## src/hw/rtl/bmf_divider.sv

```systemverilog
// Restoring divider that produces one quotient bit per cycle.
module bmf_divider #(
   parameter int NUM_W = 14,
   parameter int DEN_W = 6
) (
   input  logic             clock,
   input  logic             reset,
   input  logic             start,
   input  logic [NUM_W-1:0] numer,
   input  logic [DEN_W-1:0] denom,
   output logic             done,
   output logic [NUM_W-1:0] quot
);
   localparam int CNT_W = $clog2(NUM_W + 1);

   logic [NUM_W-1:0] quo_ff;
   logic [DEN_W-1:0] rem_ff;
   logic [DEN_W-1:0] den_ff;
   logic [CNT_W-1:0] cnt_ff;
   logic             busy_ff;
   logic             done_ff;
   logic [DEN_W:0]   rem_shift;
   logic             fits;

   assign rem_shift = {rem_ff, quo_ff[NUM_W-1]};
   assign fits      = rem_shift >= {1'b0, den_ff};
   assign done      = done_ff;
   assign quot      = quo_ff;

   always_ff @(posedge clock) begin
      if (reset) begin
         busy_ff <= 1'b0;
         done_ff <= 1'b0;
         cnt_ff  <= '0;
      end else begin
         done_ff <= 1'b0;
         if (start) begin
            busy_ff <= 1'b1;
            cnt_ff  <= CNT_W'(NUM_W);
         end else if (busy_ff) begin
            cnt_ff <= cnt_ff - 1'b1;
            if (cnt_ff == CNT_W'(1)) begin
               busy_ff <= 1'b0;
               done_ff <= 1'b1;
            end
         end
      end
   end

   always_ff @(posedge clock) begin
      if (start) begin
         quo_ff <= numer;
         rem_ff <= '0;
         den_ff <= denom;
      end else if (busy_ff) begin
         if (fits) begin
            rem_ff <= DEN_W'(rem_shift - {1'b0, den_ff});
         end else begin
            rem_ff <= rem_shift[DEN_W-1:0];
         end
         quo_ff <= {quo_ff[NUM_W-2:0], fits};
      end
   end

endmodule

```

## config.mk

```make
export PLATFORM = sky130hd
export DESIGN_NAME = bmf_divider
export DESIGN_NICKNAME = d
export VERILOG_FILES = /design/src/hw/rtl/bmf_divider.sv
export SDC_FILE = /design/constraint.sdc
export NUM_CORES = 1
export LEC_CHECK = 0
export BUFFER_PORTS_ARGS = -buffer_cell sky130_fd_sc_hd__buf_2
export CAP_MARGIN = 25
export CORE_MARGIN = 4
export CORE_UTILIZATION = 40
export DETAILED_ROUTE_END_ITERATION = 10
export GPL_TIMING_DRIVEN = 0
export PLACE_DENSITY = 0.65
export SLEW_MARGIN = 10
export SYNTH_ARGS = -nofsm -noshare
export SYNTH_HDL_FRONTEND = slang
export SYNTH_SLANG_ARGS = --single-unit
```

## constraint.sdc

```tcl
create_clock -name clock -period 2 [get_ports clock]
set_input_delay 0.3 -clock clock [delete_from_list [all_inputs] [get_ports clock]]
set_output_delay 0.3 -clock clock [all_outputs]
set_load 0.02 [all_outputs]
```

==> results.json <==
{
  "synth_nets": 176,
  "r2r_cells": 7,
  "crit_chain": "ha_2, fa_2, or2b_1, a21oi_2, xor2_1, mux2i_1, a211oi_1",
  "worstSetupPathType": "reg2reg",
  "grt_pass1_vias": 1287,
  "period_needed_ns": 1.89,
  "synth_cell_types": 34,
  "clock.fmax_mhz": 528,
  "use_met3": 0.0561,
  "clock-sinks": 32,
  "worstMarginPinSlew_ns": 0.487,
  "synth_compound_area_frac": 0.0798,
  "drtIter0Drc": 47,
  "met2_usage": 0.228,
  "io_buffers": 37,
  "grt_max_degree": 15,
  "drive_above_1_share": 0.376,
  "grt-ovfl-total": 0,
  "cts_buffers": 5,
  "n_antenna_cell": 0,
  "ir_drop_mv": 0.449,
  "die_h_um": 71.8,
  "ys.flop_type": "edfxtp_1",
  "crit_family": "adder cells",
  "synth-edff-count": 20,
  "h-tree-depth": 2,
  "relSlewSlack": 0.675,
  "post_drt_wl_per_cell_um": 13.5,
  "finalClockSkew_ns": 0.00426,
  "hold_end": "den_ff[0]$_DFFE_PP_",
  "grt_setup_unrepaired": "yes",
  "power-per-cell-area_nw_per_um2": 840,
  "worstPathMaxFanout": 2,
  "grt.total_usage": 0.137,
  "synthSimpleGateAreaFrac": 0.122,
  "pre_cts_ws_ns": -0.0919,
  "cp.required_ns": 2.19,
  "placementRows": 22,
  "antenna_found_initial": 0,
  "core_area_um2": 3800,
  "hold_class": "in2reg",
  "synth_top_family_by_area": "simple AND/OR/NAND/NOR gates",
  "crit_buf_inv": 0,
  "max_stage_delay_ns": 0.43,
  "ys_ff_latch": 32,
  "r2r_slack_ns": 0.11,
  "clkTransAtPathRegs_ns": 0.06,
  "drv_slew": 0,
  "reg2reg_from": "den_ff[0]$_DFFE_PP_",
  "top_usage_layer": "met2",
  "drc": 0,
  "syn-instance-count": 143,
  "multi_input_area_um2": 761,
  "p_leak_nw": 0.832,
  "gr-usage-met1": 0.157,
  "avgSynthCellArea_um2": 11.4,
  "firstDrtPassIters": 4,
  "n_fill_cell": 348,
  "fin_nets": 221,
  "cts-root-buf": "clkbuf_8",
  "critical_path_arrival_ns": 2.09,
  "vias_per_cell": 5.06,
  "ios": 38,
  "die_area_um2": 5160,
  "synth_mux_area_frac": 0.121,
  "postRouteWirelength_um": 3210,
  "ys_async_sr_fraction": 0,
  "area.sequential_um2": 841,
  "placedCellCount": 228,
  "grt_pass1_wl_um": 5500,
  "maxCapViolations": 0,
  "finalHoldViolations": 0,
  "start_util": 0.429,
  "ant_nets": 0,
  "dp_hpwl_um": 2430,
  "holdPathStages": 1,
  "critPathSlowestCell": "edfxtp_1",
  "synth-adder-area-share": 0.0814,
  "die_w_um": 71.8,
  "cts_buffer_depth": 2,
  "area_growth_pct": 23.4,
  "clk_latency_ns": 0.28,
  "fin_ws_ns": 0.107,
  "status": "complete, no violations",
  "vias": 1200,
  "seq_area_frac_synth": 0.516,
  "endpoint_kind": "flop",
  "period_share": 0.947,
  "gp_congestion": 0.796,
  "tritoncts": "done",
  "finalSetupViolCount": 0,
  "stdcell_count": 237,
  "cp-start-kind": "flop",
  "reg2reg_to": "rem_ff[4]$_SDFFE_PP0P_",
  "synthesis.area_um2": 1630,
  "yosysWarnings": 0,
  "hp-start": "denom[0]",
  "synth_xor_area_frac": 0.0322,
  "whs_ns": 0.198
}
power breakdown:
group	switching, mW	total (mW)	internal [mW]	leakage (nW)
clock network	0.217	0.459	0.242	0.0399
registers	0.0400	0.815	0.775	0.299
logic	0.220	0.415	0.195	0.493
synth_stat cells (2+ instances only):
library cell / n / share of area
nand2_1: 6 / 0.014
or3_1: 2 / 0.0077
xor2_1: 3 / 0.016
a21oi_1: 5 / 0.015
nor2_1: 18 / 0.041
nor3b_1: 3 / 0.014
o21ai_1: 2 / 0.0061
buf_2: 2 / 0.0061
mux2i_1: 4 / 0.025
nor3_1: 2 / 0.0061
edfxtp_1: 20 / 0.37
dfxtp_1: 12 / 0.15
inv_1: 12 / 0.028
o21ai_0: 3 / 0.0092
a211oi_1: 4 / 0.018
mux2_2: 14 / 0.097
nor4b_1: 2 / 0.011
ha_1: 9 / 0.069
a21oi_2: 2 / 0.011
clkbuf_1: 2 / 0.0046
xnor2_1: 3 / 0.016
registers in the layout, summed over array words and instances, names as in the netlist:
| register | cells |
|---|---|
| done | 1 |
| cnt_ff | 4 |
| den_ff | 6 |
| busy_ff | 1 |
| rem_ff | 6 |
| quot | 14 |
how the worst max path moves through the flow:
stage	end	start	cells past startpoint
floorplan	rem_ff[4]$_SDFFE_PP0P_	quot[13]$_DFFE_PP_	8
CTS	rem_ff[0]$_SDFFE_PP0P_	quot[13]$_DFFE_PP_	8
finish	rem_ff[4]$_SDFFE_PP0P_	den_ff[0]$_DFFE_PP_	7
global placement	quot[2]$_DFFE_PP_	start	4
detailed placement	quot[3]$_DFFE_PP_	start	4
global route	rem_ff[4]$_SDFFE_PP0P_	den_ff[0]$_DFFE_PP_	7
layer usage:
layer  vias to the layer above  wire [um]
met2                        31       1570
met4                         0         34
li1                        593          -
met1                       571       1400
met5                         -          0
met3                         5        200
repair_timing:
item | 4_1_cts | 5_1_grt
pin swaps | 1 | 3
setup buffers | 1 | 0
hold buffers | 0 | 0
cloned | 0 | 0
setup endpoints to repair | 3 | 3
resized for setup | 2 | 7
kinds of logic (layout without fill, tap and decap cells):
| family | after synthesis | after routing |
|---|---|---|
| compound gates | 20 | 20 |
| xor+xnor | 6 | 6 |
| fa+ha+maj | 10 | 10 |
| buf+inv | 18 | 64 |
| flops | 32 | 32 |
| mux | 18 | 18 |
| simple gates | 39 | 39 |
per-stage QoR:
stage | utilization | setup TNS [ns] | area [um2] | power [mW]
after global routing | 0.530 | -0.00642 | 2010 | 1.80
final | 0.530 | 0 | 2010 | 1.69
after global placement | 0.494 | -0.845 | 1880 | 1.20
after detailed placement | 0.494 | -1.31 | 1880 | 1.22
after floorplan | - | 0 | 1630 | 1.10
after CTS | 0.518 | 0 | 1970 | 1.69
layout by cell type (no fill, tap or decap), drive strengths merged, types with 2 or more instances in the layout:
| cell | instances |
|---|---|
| nor4b | 2 |
| nor3b | 3 |
| buf | 42 |
| mux2i | 4 |
| o21ai | 5 |
| a21oi | 7 |
| xnor2 | 3 |
| edfxtp | 20 |
| nor2 | 18 |
| dfxtp | 12 |
| mux2 | 14 |
| ha | 9 |
| a211oi | 4 |
| nand2 | 6 |
| inv | 12 |
| clkbuf | 9 |
| nor3 | 2 |
| or3 | 2 |
| xor2 | 3 |
area by class of cell:
type,instances,share of cell area
flip-flops and latches,32,0.418
multi-input cells,93,0.378
repair buffers,38,0.0958
clock buffers,7,0.0379
well taps,48,0.0299
inverters,12,0.0224
plain buffers,6,0.0162
clock inverters,1,0.00187
No activity file was read; power rests on OpenSTA's default activity.
