<file path="src/hw/rtl/bmf_pkg.sv">
// Shared types and constants for the box mean filter with border.
package bmf_pkg;

   localparam int PIX_W    = 8;
   localparam int DIM_W    = 11;
   localparam int KER_W    = 3;
   localparam int HALF_W   = 3;
   localparam int DIVR_W   = 6;
   localparam int OUT_POS_W = 10;
   localparam int APB_DATA_W = 32;
   localparam int APB_ADDR_W = 4;

   localparam logic [PIX_W-1:0] BORDER_VALUE = 8'd255;

   localparam logic [1:0] REG_IMAGE_WIDTH   = 2'd0;
   localparam logic [1:0] REG_IMAGE_HEIGHT  = 2'd1;
   localparam logic [1:0] REG_KERNEL_SIZE   = 2'd2;
   localparam logic [1:0] REG_BORDER_MARGIN = 2'd3;

   localparam logic [DIM_W-1:0] RST_IMAGE_WIDTH   = 11'd640;
   localparam logic [DIM_W-1:0] RST_IMAGE_HEIGHT  = 11'd480;
   localparam logic [KER_W-1:0] RST_KERNEL_SIZE   = 3'd3;
   localparam logic [DIM_W-1:0] RST_BORDER_MARGIN = 11'd0;

   typedef struct packed {
      logic [DIM_W-1:0] image_width;
      logic [DIM_W-1:0] image_height;
      logic [KER_W-1:0] kernel_size;
      logic [DIM_W-1:0] border_margin;
   } cfg_type;

endpackage

</file>
<file path="src/hw/rtl/bmf_csr.sv">
// Configuration registers behind the APB-style port.
module bmf_csr (
   input  logic                            clock,
   input  logic                            reset,
   input  logic                            psel,
   input  logic                            penable,
   input  logic                            pwrite,
   input  logic [bmf_pkg::APB_ADDR_W-1:0]  paddr,
   input  logic [bmf_pkg::APB_DATA_W-1:0]  pwdata,
   output logic [bmf_pkg::APB_DATA_W-1:0]  prdata,
   output logic                            pready,
   output bmf_pkg::cfg_type                cfg
);
   import bmf_pkg::*;

   cfg_type    cfg_ff;
   logic [1:0] reg_idx;
   logic       wr_fire;

   assign reg_idx = paddr[3:2];
   assign wr_fire = psel && penable && pwrite;
   assign pready  = 1'b1;
   assign cfg     = cfg_ff;

   always_ff @(posedge clock) begin
      if (reset) begin
         cfg_ff.image_width   <= RST_IMAGE_WIDTH;
         cfg_ff.image_height  <= RST_IMAGE_HEIGHT;
         cfg_ff.kernel_size   <= RST_KERNEL_SIZE;
         cfg_ff.border_margin <= RST_BORDER_MARGIN;
      end else if (wr_fire) begin
         case (reg_idx)
            REG_IMAGE_WIDTH:   cfg_ff.image_width   <= pwdata[DIM_W-1:0];
            REG_IMAGE_HEIGHT:  cfg_ff.image_height  <= pwdata[DIM_W-1:0];
            REG_KERNEL_SIZE:   cfg_ff.kernel_size   <= pwdata[KER_W-1:0];
            REG_BORDER_MARGIN: cfg_ff.border_margin <= pwdata[DIM_W-1:0];
            default: ;
         endcase
      end
   end

   always_comb begin
      case (reg_idx)
         REG_IMAGE_WIDTH:   prdata = APB_DATA_W'(cfg_ff.image_width);
         REG_IMAGE_HEIGHT:  prdata = APB_DATA_W'(cfg_ff.image_height);
         REG_KERNEL_SIZE:   prdata = APB_DATA_W'(cfg_ff.kernel_size);
         REG_BORDER_MARGIN: prdata = APB_DATA_W'(cfg_ff.border_margin);
         default:           prdata = '0;
      endcase
   end

endmodule

</file>
<file path="config.mk">
export PLATFORM = sky130hd
export DESIGN_NAME = bmf_csr
export DESIGN_NICKNAME = d
export VERILOG_FILES = /design/src/hw/rtl/bmf_pkg.sv /design/src/hw/rtl/bmf_csr.sv
export SDC_FILE = /design/constraint.sdc
export NUM_CORES = 1
export LEC_CHECK = 0
export BUFFER_PORTS_ARGS = -buffer_cell sky130_fd_sc_hd__buf_2
export CAP_MARGIN = 15
export CORE_ASPECT_RATIO = 1.1
export CORE_MARGIN = 10
export CORE_UTILIZATION = 44
export CTS_CLUSTER_SIZE = 40
export DETAILED_ROUTE_END_ITERATION = 10
export PLACE_DENSITY = 0.85
export SLEW_MARGIN = 20
export SYNTH_ARGS = -nofsm -noshare
export SYNTH_HDL_FRONTEND = slang
export SYNTH_SLANG_ARGS = --single-unit
export TNS_END_PERCENT = 5
</file>
<file path="constraint.sdc">
create_clock -name clock -period 1.2 [get_ports clock]
set_input_delay 0.18 -clock clock [delete_from_list [all_inputs] [get_ports clock]]
set_output_delay 0.18 -clock clock [all_outputs]
set_load 0.02 [all_outputs]
</file>
==> run_results.csv, run 1 <==
group,metric,value,unit
worst_setup_path,reg2reg_to,"cfg[0]$_SDFFE_PP0P_",
run_status,violations,"setup timing",
clock_network,cts_tree,"done",
die,start_util,0.4514,
layout,area_delta_synth_final,32.34,%
sta,min_period,1.414,ns
synth,yosysMostFrequentCell,"dfxtp_1",
synth,synthArstFlopShare,0,
sta,rsz0062_at_grt,"yes",
routing,drt_wl_total,5.210,mm
die,fp.coreArea,4285,sq um
run_status,status,"finished, violations left",
synth,ys_warn_count,0,
pwr,p_int,2404,uW
worst_setup_path,crit_slowest_cell,"mux4_2",
global_route,grt_pass1_wl,8.197,mm
global_route,grt_pass1_vias,1652,
layout,largest_reg_flops,36,
die,die_x,83.22,microns
sta,final.setup.worst_slack,-0.2141,ns
die,ios,110,
placed_design,gp_congestion,0.8100,
routing,routed_via_density,4.775,
layout,drive_gt1_frac,0.4340,
layout,fillers,395,
worst_setup_path,cp_cell_sequence,"mux4_2 > buf_6",
worst_hold_path,min_path_cells,3,
worst_hold_path,hp-class,"input port to flip-flop",
routing,drc,0,
clock_network,numCtsBuffers,5,
worst_setup_path,required,1.02,ns
synth,syn_inst,212,
synth,synthDistinctLibCells,25,
routing,drtIter0Drc,70,
layout,seq_area,748.2,sq um
layout,diodes,0,
flow_run,drv_cap,0,
sta,hold_viol_final,0,
sta,period_share,1.178,
worst_hold_path,hold_end,"cfg[12]$_SDFFE_PP1P_",
placed_design,numPortBuffers,64,
clock_network,insertion_delay,0.28,ns
global_route,grt_remaining_overflow,0,
routing,vias,1633,
worst_setup_path,crit_arrival,1.23,ns
synth,seq_area_frac_synth,0.3726,
worst_setup_path,worstSetupPathType,"flip-flop to output port",
layout,finish.utilization,0.5974,
layout,multi_input_area,1044,sq um
pwr,swShare,0.2235,
worst_hold_path,worst_hold_startpoint,"pwdata[1]",
clock_network,htreeDepth,2,
sta,finalSetupViolCount,3,
sta,finalClockSkew,0,ns
pwr,power_frac_clock,0.478,
placed_design,pre_cts_ws,-0.1437,ns
sta,fmax,0.7072,GHz
synth,ys_top_cells_by_count,"dfxtp_1, mux2i_1, o21ai_0, nand2b_1, buf_4",
pwr,p_leak,0.001213,uW
placed_design,hpwl,3.970,mm
die,std_cell_rows,25,
sta,setup_tns,-0.6300,ns
global_route,antenna_found_initial,0,
routing,wl_per_cell,15.23,microns
clock_network,cts_hold_buf,0,
pwr,power_frac_seq,0.395,
worst_setup_path,crit_path_end_kind,"output port",
die,die_y,89.54,microns
clock_network,clk_pin_slew,0.07,ns
sta,hold_ws,0.1668,ns
synth,synth_top_area_frac,0.3726,
synth,synth_top_area_cell,"dfxtp_1",
pwr,p_comb_frac,0.127,
synth,ys_top_cells_by_area,"dfxtp_1, mux2i_1, buf_4, nand2b_1, o21ai_0",
die,dieArea,7452,sq um
synth,synth_edf_count,0,
routing,first_pass_iters,4,
worst_setup_path,timing.rr.start,"cfg[0]$_SDFFE_PP0P_",
worst_setup_path,critPathLaunchType,"flip-flop",
pwr,power.density,1209,nW/um^2
layout,nNetsFinal,328,
worst_setup_path,ff2ff_setup_slack,0.33,ns
clock_network,cts.sinks,36,
pwr,peakVddDrop,0.0005623,V
global_route,grt_start_max_net_pins,45,
synth,ys.flop_type,"dfxtp_1",
synth,synth.ff_latch_count,36,
synth,synth_area,1934,sq um
pwr,p_sw,691.9,uW
worst_setup_path,cp_max_fo,2,
synth,synth_area_per_cell,9.124,sq um
worst_setup_path,reg2reg_depth,4,
clock_network,cts_root_buf,"clkbuf_8",
worst_setup_path,critical_path.max_stage_delay,0.47,ns
clock_network,clock_path_buffers,2,
sta,final_max_slew_viol_count,0,
global_route,track_usage,0.1349,
routing,ant_nets,0,
==> layout by cell type (no fill, tap or decap), drive strengths merged <==
| master | n |
|---|---|
| conb | 22 |
| or3b | 1 |
| mux2i | 33 |
| bufinv | 3 |
| or3 | 2 |
| nor3 | 1 |
| nand2 | 9 |
| nor3b | 2 |
| nand2b | 27 |
| nor2 | 15 |
| mux4 | 3 |
| o21ai | 29 |
| dfxtp | 36 |
| a21oi | 1 |
| nand3 | 1 |
| nor2b | 10 |
| clkbuf | 6 |
| or2 | 1 |
| inv | 1 |
| and2 | 1 |
| buf | 84 |
==> power groups by stage <==
stage	registers (uW)	clock network (uW)	logic, uW
CTS	1220	1510	384
global route	1220	1560	425
detailed placement	1250	0	368
global placement	1250	0	362
finish	1220	1480	395
floorplan	1270	0	278
==> layer usage <==
layer | wire, microns | vias to the layer above | part of all wire | global-route usage
met1 | 2123 | 757 | 0.41 | 0.1476
met4 | 78 | 0 | 0.015 | 0.05418
met3 | 546 | 9 | 0.10 | 0.06655
met2 | 2461 | 61 | 0.47 | 0.2212
met5 | 0 | - | 0 | 0
li1 | - | 806 | - | -
==> through the flow <==
stage	cells	power (uW)	area, sq um
4_1_cts	342	3114	2536
2_1_floorplan	232	1544	2009
6_report	342	3096	2560
3_3_place_gp	331	1610	2301
5_1_grt	342	3214	2560
3_5_place_dp	331	1617	2301
==> what timing repair did <==
item	CTS	global route
gates resized for setup	33	14
buffers inserted	3	0
endpoints found under the setup margin	11	11
==> logic make-up (layout without fill, tap and decap cells) <==
| kind of cell | count (synthesis) | after routing | synth area share |
|---|---|---|---|
| muxes | 36 | 36 | 0.2057 |
| buffers and inverters | 38 | 94 | 0.1307 |
| DFF | 36 | 36 | 0.3726 |
| and+or+nand+nor | 70 | 70 | 0.2096 |
| AOI/OAI and AO/OA | 30 | 30 | 0.07762 |
| other | 2 | 22 | 0.003882 |
==> final cells by class <==
class                           count  share of cell area
Inverter                            1            0.001466
Timing Repair Buffer               85              0.2102
Multi-Input combinational cell    158              0.4076
Clock inverter                      3             0.03519
Clock buffer                        5             0.02688
Sequential cell                    36              0.2923
Tap cell                           54             0.02639
==> worst max path at each step <==
stage,from,to,slack (ns),cells after the start
floorplan,paddr[2],prdata[3],-0.12,4
global placement,paddr[3],cfg[30]$_SDFFE_PP0P_,-0.12,4
detailed placement,paddr[3],cfg[30]$_SDFFE_PP0P_,-0.14,4
CTS,cfg[0]$_SDFFE_PP0P_,prdata[0],-0.21,2
global route,cfg[1]$_SDFFE_PP0P_,prdata[1],-0.24,2
finish,cfg[0]$_SDFFE_PP0P_,prdata[0],-0.21,2
==> critical path, delay by kind of cell, from the launching register on <==
kind / cells / cell delay, ns
flip-flops: 1 / 0.33
buffers and inverters: 1 / 0.15
multiplexers: 1 / 0.47
Power figures use the tool's default switching activity.
==> inputs of run 2 (changes only) <==
--- a/config.mk
+++ b/config.mk
@@ -7,10 +7,11 @@
 export LEC_CHECK = 0
 export BUFFER_PORTS_ARGS = -buffer_cell sky130_fd_sc_hd__buf_2
 export CAP_MARGIN = 15
+export CELL_PAD_IN_SITES_DETAIL_PLACEMENT = 2
+export CELL_PAD_IN_SITES_GLOBAL_PLACEMENT = 2
 export CORE_ASPECT_RATIO = 1.1
 export CORE_MARGIN = 10
-export CORE_UTILIZATION = 44
-export CTS_CLUSTER_SIZE = 40
+export CORE_UTILIZATION = 24
 export DETAILED_ROUTE_END_ITERATION = 10
 export PLACE_DENSITY = 0.85
 export SLEW_MARGIN = 20
==> run 2 against run 1 <==
Against the previous run:
- final cell count rose by 18%
- hold slack improved by 0.0034 ns
- utilization fell by 27 points
- the flow still finishes with violations (setup timing)
- critical path depth did not move
- cell area rose by 1.5%
- largest cell class unchanged
- die area rose by 62%
- count of clock-buffer cells in the layout rose by 3
- clock skew did not move
==> run_results.csv, run 2 (synthesized netlist as in run 1, its figures left out) <==
group,metric,value,unit
run_status,status,"finished, violations left",
run_status,violations,"setup timing",
clock_network,cts_tree,"done",
worst_setup_path,cp_cell_sequence,"mux4_2 > buf_6",
pwr,peakVddDrop,0.0003267,V
pwr,p_leak,0.001208,uW
global_route,met1_usage,0.1189,
worst_setup_path,crit_slowest_cell,"mux4_2",
routing,vias,1714,
flow_run,drv_cap,0,
die,ios,110,
sta,finalClockSkew,0,ns
worst_setup_path,worstSetupPathType,"flip-flop to output port",
layout,seq_area,743.2,sq um
sta,hold_ws,0.1703,ns
routing,drtIter0Drc,47,
die,std_cell_rows,34,
worst_setup_path,critical_path.max_stage_delay,0.49,ns
layout,fillers,930,
worst_hold_path,hp-class,"input port to flip-flop",
sta,hold_viol_final,0,
clock_network,cts.sinks,36,
worst_setup_path,cp_max_fo,2,
sta,finalSetupViolCount,4,
layout,mostFrequentLayoutCell,"buf_2",
die,die_x,105.6,microns
layout,largest_reg_flops,36,
die,dieArea,12060,sq um
layout,multi_input_area,1041,sq um
worst_setup_path,crit_path_end_kind,"output port",
clock_network,cts_root_buf,"clkbuf_8",
sta,min_period,1.447,ns
sta,fmax,0.6909,GHz
sta,final_max_slew_viol_count,0,
global_route,grt_pass1_vias,1962,
global_route,met2_usage,0.1988,
worst_setup_path,reg2reg_depth,4,
worst_setup_path,cp_num_cells,2,
routing,first_pass_iters,4,
worst_hold_path,min_path_cells,3,
pwr,power.density,981.7,nW/um^2
placed_design,hpwl,5.223,mm
die,start_util,0.2458,
global_route,grt_pass1_wl,10.85,mm
global_route,grt_remaining_overflow,0,
clock_network,clk_pin_slew,0.07,ns
layout,area_delta_synth_final,34.35,%
routing,wl_per_cell,16.87,microns
worst_setup_path,crit_arrival,1.27,ns
global_route,busiest_layer,"met2",
global_route,grt_start_max_net_pins,54,
routing,routed_via_density,4.253,
worst_setup_path,crit_family,"multiplexers",
clock_network,insertion_delay,0.29,ns
worst_setup_path,critPathBufInv,1,
clock_network,numCtsBuffers,5,
clock_network,clock_path_buffers,2,
sta,period_share,1.206,
layout,nNetsFinal,334,
routing,ant_nets,0,
global_route,met3_usage,0.05124,
clock_network,htreeDepth,2,
die,die_y,114.2,microns
layout,finish.utilization,0.3302,
layout,final_cell_mix,"buf_2, buf_4, mux2i_1",
global_route,track_usage,0.1120,
placed_design,numPortBuffers,64,
routing,drt_wl_total,6.797,mm
global_route,antenna_found_initial,1,
placed_design,pre_cts_ws,-0.1704,ns
sta,rsz0062_at_grt,"yes",
die,fp.coreArea,7870,sq um
routing,drc,0,
layout,final_cells,403,
placed_design,dp_cells,392,
worst_setup_path,required,1.02,ns
placed_design,gp_congestion,0.7358,
worst_setup_path,critPathLaunchType,"flip-flop",
sta,final.setup.worst_slack,-0.2473,ns
layout,drive_gt1_frac,0.4218,
## run 2: worst register-to-register path, stage by stage (launching register included)
cell	delay [ns]
dfxtp_2	0.33
buf_4	0.12
nor2b_1	0.12
o21ai_0	0.08
o21ai_0	0.10
## run 2: through the flow
stage | TNS, ns | total power [uW] | cell area (sq um)
finish | -0.7641 | 2551 | 2599
detailed placement | -3.650 | 1649 | 2434
global route | -1.268 | 2669 | 2596
CTS | -0.8515 | 2578 | 2575
global placement | -2.950 | 1639 | 2434
floorplan | -0.7468 | 1544 | 2009
## run 2: routing by layer
layer  wire [microns]  vias up
met2             3462       53
met5                0        -
li1                 -      822
met1             2688      832
met3              584        7
met4               61        0
## run 2: path summary, 6_finish.rpt
check | to | slack [ns] | start
hold / removal | cfg[19]$_SDFFE_PP1P_ | 0.17 | pwdata[5]
setup reg to reg | cfg[2]$_SDFFE_PP0P_ | 0.33 | cfg[2]$_SDFFE_PP0P_
hold reg to reg | cfg[24]$_SDFFE_PP0P_ | 0.49 | cfg[24]$_SDFFE_PP0P_
setup / recovery | prdata[2] | -0.25 | cfg[2]$_SDFFE_PP0P_
## run 2: layout make-up
| class | count | share of cell area |
|---|---|---|
| clock buffer | 8 | 0.03467 |
| multi-input combinational | 158 | 0.4006 |
| tap | 108 | 0.05200 |
| timing repair buffer | 91 | 0.2244 |
| inverter | 1 | 0.001444 |
| sequential | 36 | 0.2860 |
| antenna | 1 | 0.0009629 |
## run 2: what timing repair did
action,CTS,global route
setup endpoints to repair,11,11
setup buffers,1,1
gates resized for setup,31,7
hold buffers,0,0
## run 2: power by group
part	switching (uW)	internal, uW	total (uW)	leakage [uW]
clock network	447	469	915	0.0000455
registers	11.4	1210	1220	0.000294
logic	254	160	414	0.000868
==> inputs of run 3 (changes only) <==
--- a/config.mk
+++ b/config.mk
@@ -5,15 +5,14 @@
 export SDC_FILE = /design/constraint.sdc
 export NUM_CORES = 1
 export LEC_CHECK = 0
-export BUFFER_PORTS_ARGS = -buffer_cell sky130_fd_sc_hd__buf_2
 export CAP_MARGIN = 15
 export CELL_PAD_IN_SITES_DETAIL_PLACEMENT = 2
 export CELL_PAD_IN_SITES_GLOBAL_PLACEMENT = 2
 export CORE_ASPECT_RATIO = 1.1
-export CORE_MARGIN = 10
-export CORE_UTILIZATION = 24
+export CORE_UTILIZATION = 34
 export DETAILED_ROUTE_END_ITERATION = 10
-export PLACE_DENSITY = 0.85
+export DONT_BUFFER_PORTS = 1
+export PLACE_DENSITY = 0.83
 export SLEW_MARGIN = 20
 export SYNTH_ARGS = -nofsm -noshare
 export SYNTH_HDL_FRONTEND = slang
==> run 3 against run 2 <==
Against the previous run:
- the run still ends with setup timing left
- sequential share of layout area up 2.5 points
- utilization is 11 points higher
- via count shrank 9.8%
- clock power up 18%
- cell area is 9.1% lower
- register-to-register slack got worse by 0.02 ns
- routed wire length decreased by 18%
- flip-flop and latch count unchanged
- combinational power fell by 31%
- largest power group unchanged
==> run_results.csv, run 3 (synthesized netlist as in run 1, its figures left out) <==
group,metric,value,unit
global_route,antenna_found_initial,0,
layout,mostFrequentLayoutCell,"buf_4",
global_route,grt_remaining_overflow,0,
placed_design,place_area,2227,sq um
layout,largest_reg_flops,36,
worst_setup_path,cp_cell_sequence,"mux4_2",
clock_network,insertion_delay,0.29,ns
sta,worst_pin_slew,0.4945,ns
worst_setup_path,critPathBufInv,0,
sta,setup_tns,-0.4802,ns
worst_setup_path,ff2ff_setup_slack,0.31,ns
sta,final_max_slew_viol_count,0,
run_status,status,"finished, violations left",
layout,finish.utilization,0.4353,
routing,ant_nets,0,
worst_setup_path,crit_arrival,1.18,ns
sta,hold_viol_final,0,
sta,min_period,1.359,ns
die,die_x,73.92,microns
clock_network,clock_path_buffers,2,
routing,drt_wl_total,5.579,mm
layout,nNetsFinal,293,
pwr,peakVddDrop,0.0005328,V
layout,final_area,2364,sq um
sta,period_share,1.132,
routing,wl_per_cell,17.01,microns
die,ios,110,
worst_setup_path,critical_path.max_stage_delay,0.55,ns
global_route,grt_start_max_net_pins,54,
global_route,grt_pass1_vias,1699,
global_route,grt_pass1_wl,8.811,mm
placed_design,pre_cts_ws,0.03557,ns
pwr,p_leak,0.001031,uW
worst_setup_path,startpoint,"cfg[14]$_SDFFE_PP0P_",
layout,fillers,632,
die,die_y,81.11,microns
pwr,fin_total_pwr,2586,uW
routing,drtIter0Drc,35,
sta,fmax,0.7361,GHz
routing,first_pass_iters,3,
global_route,track_usage,0.2030,
die,dieArea,5995,sq um
clock_network,htreeDepth,2,
worst_setup_path,timing.rr.start,"cfg[8]$_SDFFE_PP0P_",
die,start_util,0.3562,
sta,relSlewSlack,0.6678,
worst_setup_path,required,1.02,ns
sta,finalClockSkew,0,ns
worst_setup_path,worstSetupPathType,"flip-flop to output port",
clock_network,cts_tree,"done",
worst_setup_path,crit_family,"multiplexers",
routing,vias,1546,
layout,drive_gt1_frac,0.3083,
worst_hold_path,worst_hold_startpoint,"reset",
routing,routed_via_density,4.713,
layout,area_delta_synth_final,22.19,%
worst_setup_path,cp_max_fo,2,
sta,final.setup.worst_slack,-0.1585,ns
worst_hold_path,hp-class,"input port to flip-flop",
die,std_cell_rows,28,
die,fp.coreArea,5430,sq um
clock_network,numCtsBuffers,5,
sta,rsz0062_at_grt,"yes",
worst_setup_path,crit_path_end_kind,"output port",
placed_design,hpwl,4.025,mm
placed_design,numPortBuffers,0,
clock_network,cts.sinks,36,
pwr,power.density,1094,nW/um^2
clock_network,clk_pin_slew,0.08,ns
layout,final_cell_mix,"buf_4, mux2i_1, nand2b_1",
layout,seq_area,735.7,sq um
worst_setup_path,crit_slowest_cell,"mux4_2",
flow_run,drv_cap,0,
layout,multi_input_area,1041,sq um
routing,drc,0,
placed_design,gp_congestion,0.6818,
clock_network,cts_root_buf,"clkbuf_8",
run_status,violations,"setup timing",
layout,diodes,0,
sta,finalSetupViolCount,4,
worst_setup_path,critPathLaunchType,"flip-flop",
## run 3: worst paths after layout
kind                                to  cells past startpoint
setup / recovery             prdata[0]                      1
hold / removal    cfg[21]$_SDFFE_PP1P_                      2
setup reg to reg   cfg[8]$_SDFFE_PP0P_                      4
hold reg to reg    cfg[5]$_SDFFE_PP0P_                      3
## run 3: final cells by class
cell class	count	area share
timing repair buffer	50	0.1599
sequential	36	0.3113
tap	75	0.03970
inverter	1	0.001588
clock buffer	5	0.02912
clock inverter	3	0.01800
multi-input combinational	158	0.4404
## run 3: per-stage QoR
step,std cells,hold slack [ns]
6_report,328,0.05635
5_1_grt,328,0.05726
4_1_cts,328,0.05609
3_5_place_dp,319,0.2586
3_3_place_gp,319,0.2548
2_1_floorplan,232,0.3472
## run 3: per-layer routing
metal / vias up / wire length [microns] / track usage
met5: - / 0 / 0
met2: 57 / 3176 / 0.4064
met4: 0 / 57 / 0.06346
met1: 745 / 2000 / 0.1986
li1: 740 / - / -
met3: 4 / 345 / 0.04963
## run 3: repair_timing
item,in CTS,in global routing
setup buffers,0,0
gates resized for setup,12,7
setup endpoints to repair,11,11
hold buffers,1,0
hold endpoints to repair,1,0
## run 3: worst reg2reg max path: cells and delay by family (launching register included)
| family | cells | cell delay [ns] |
|---|---|---|
| compound gates | 2 | 0.18 |
| buf+inv | 1 | 0.16 |
| simple gates | 1 | 0.13 |
| flops | 1 | 0.32 |
## run 3: power by group
group / switching (uW) / leakage [uW] / total, uW / internal, uW
clock: 468 / 0.0000541 / 1080 / 615
sequential: 9.18 / 0.000296 / 1220 / 1210
combinational: 180 / 0.000680 / 284 / 104
total: 657 / 0.00103 / 2590 / 1930
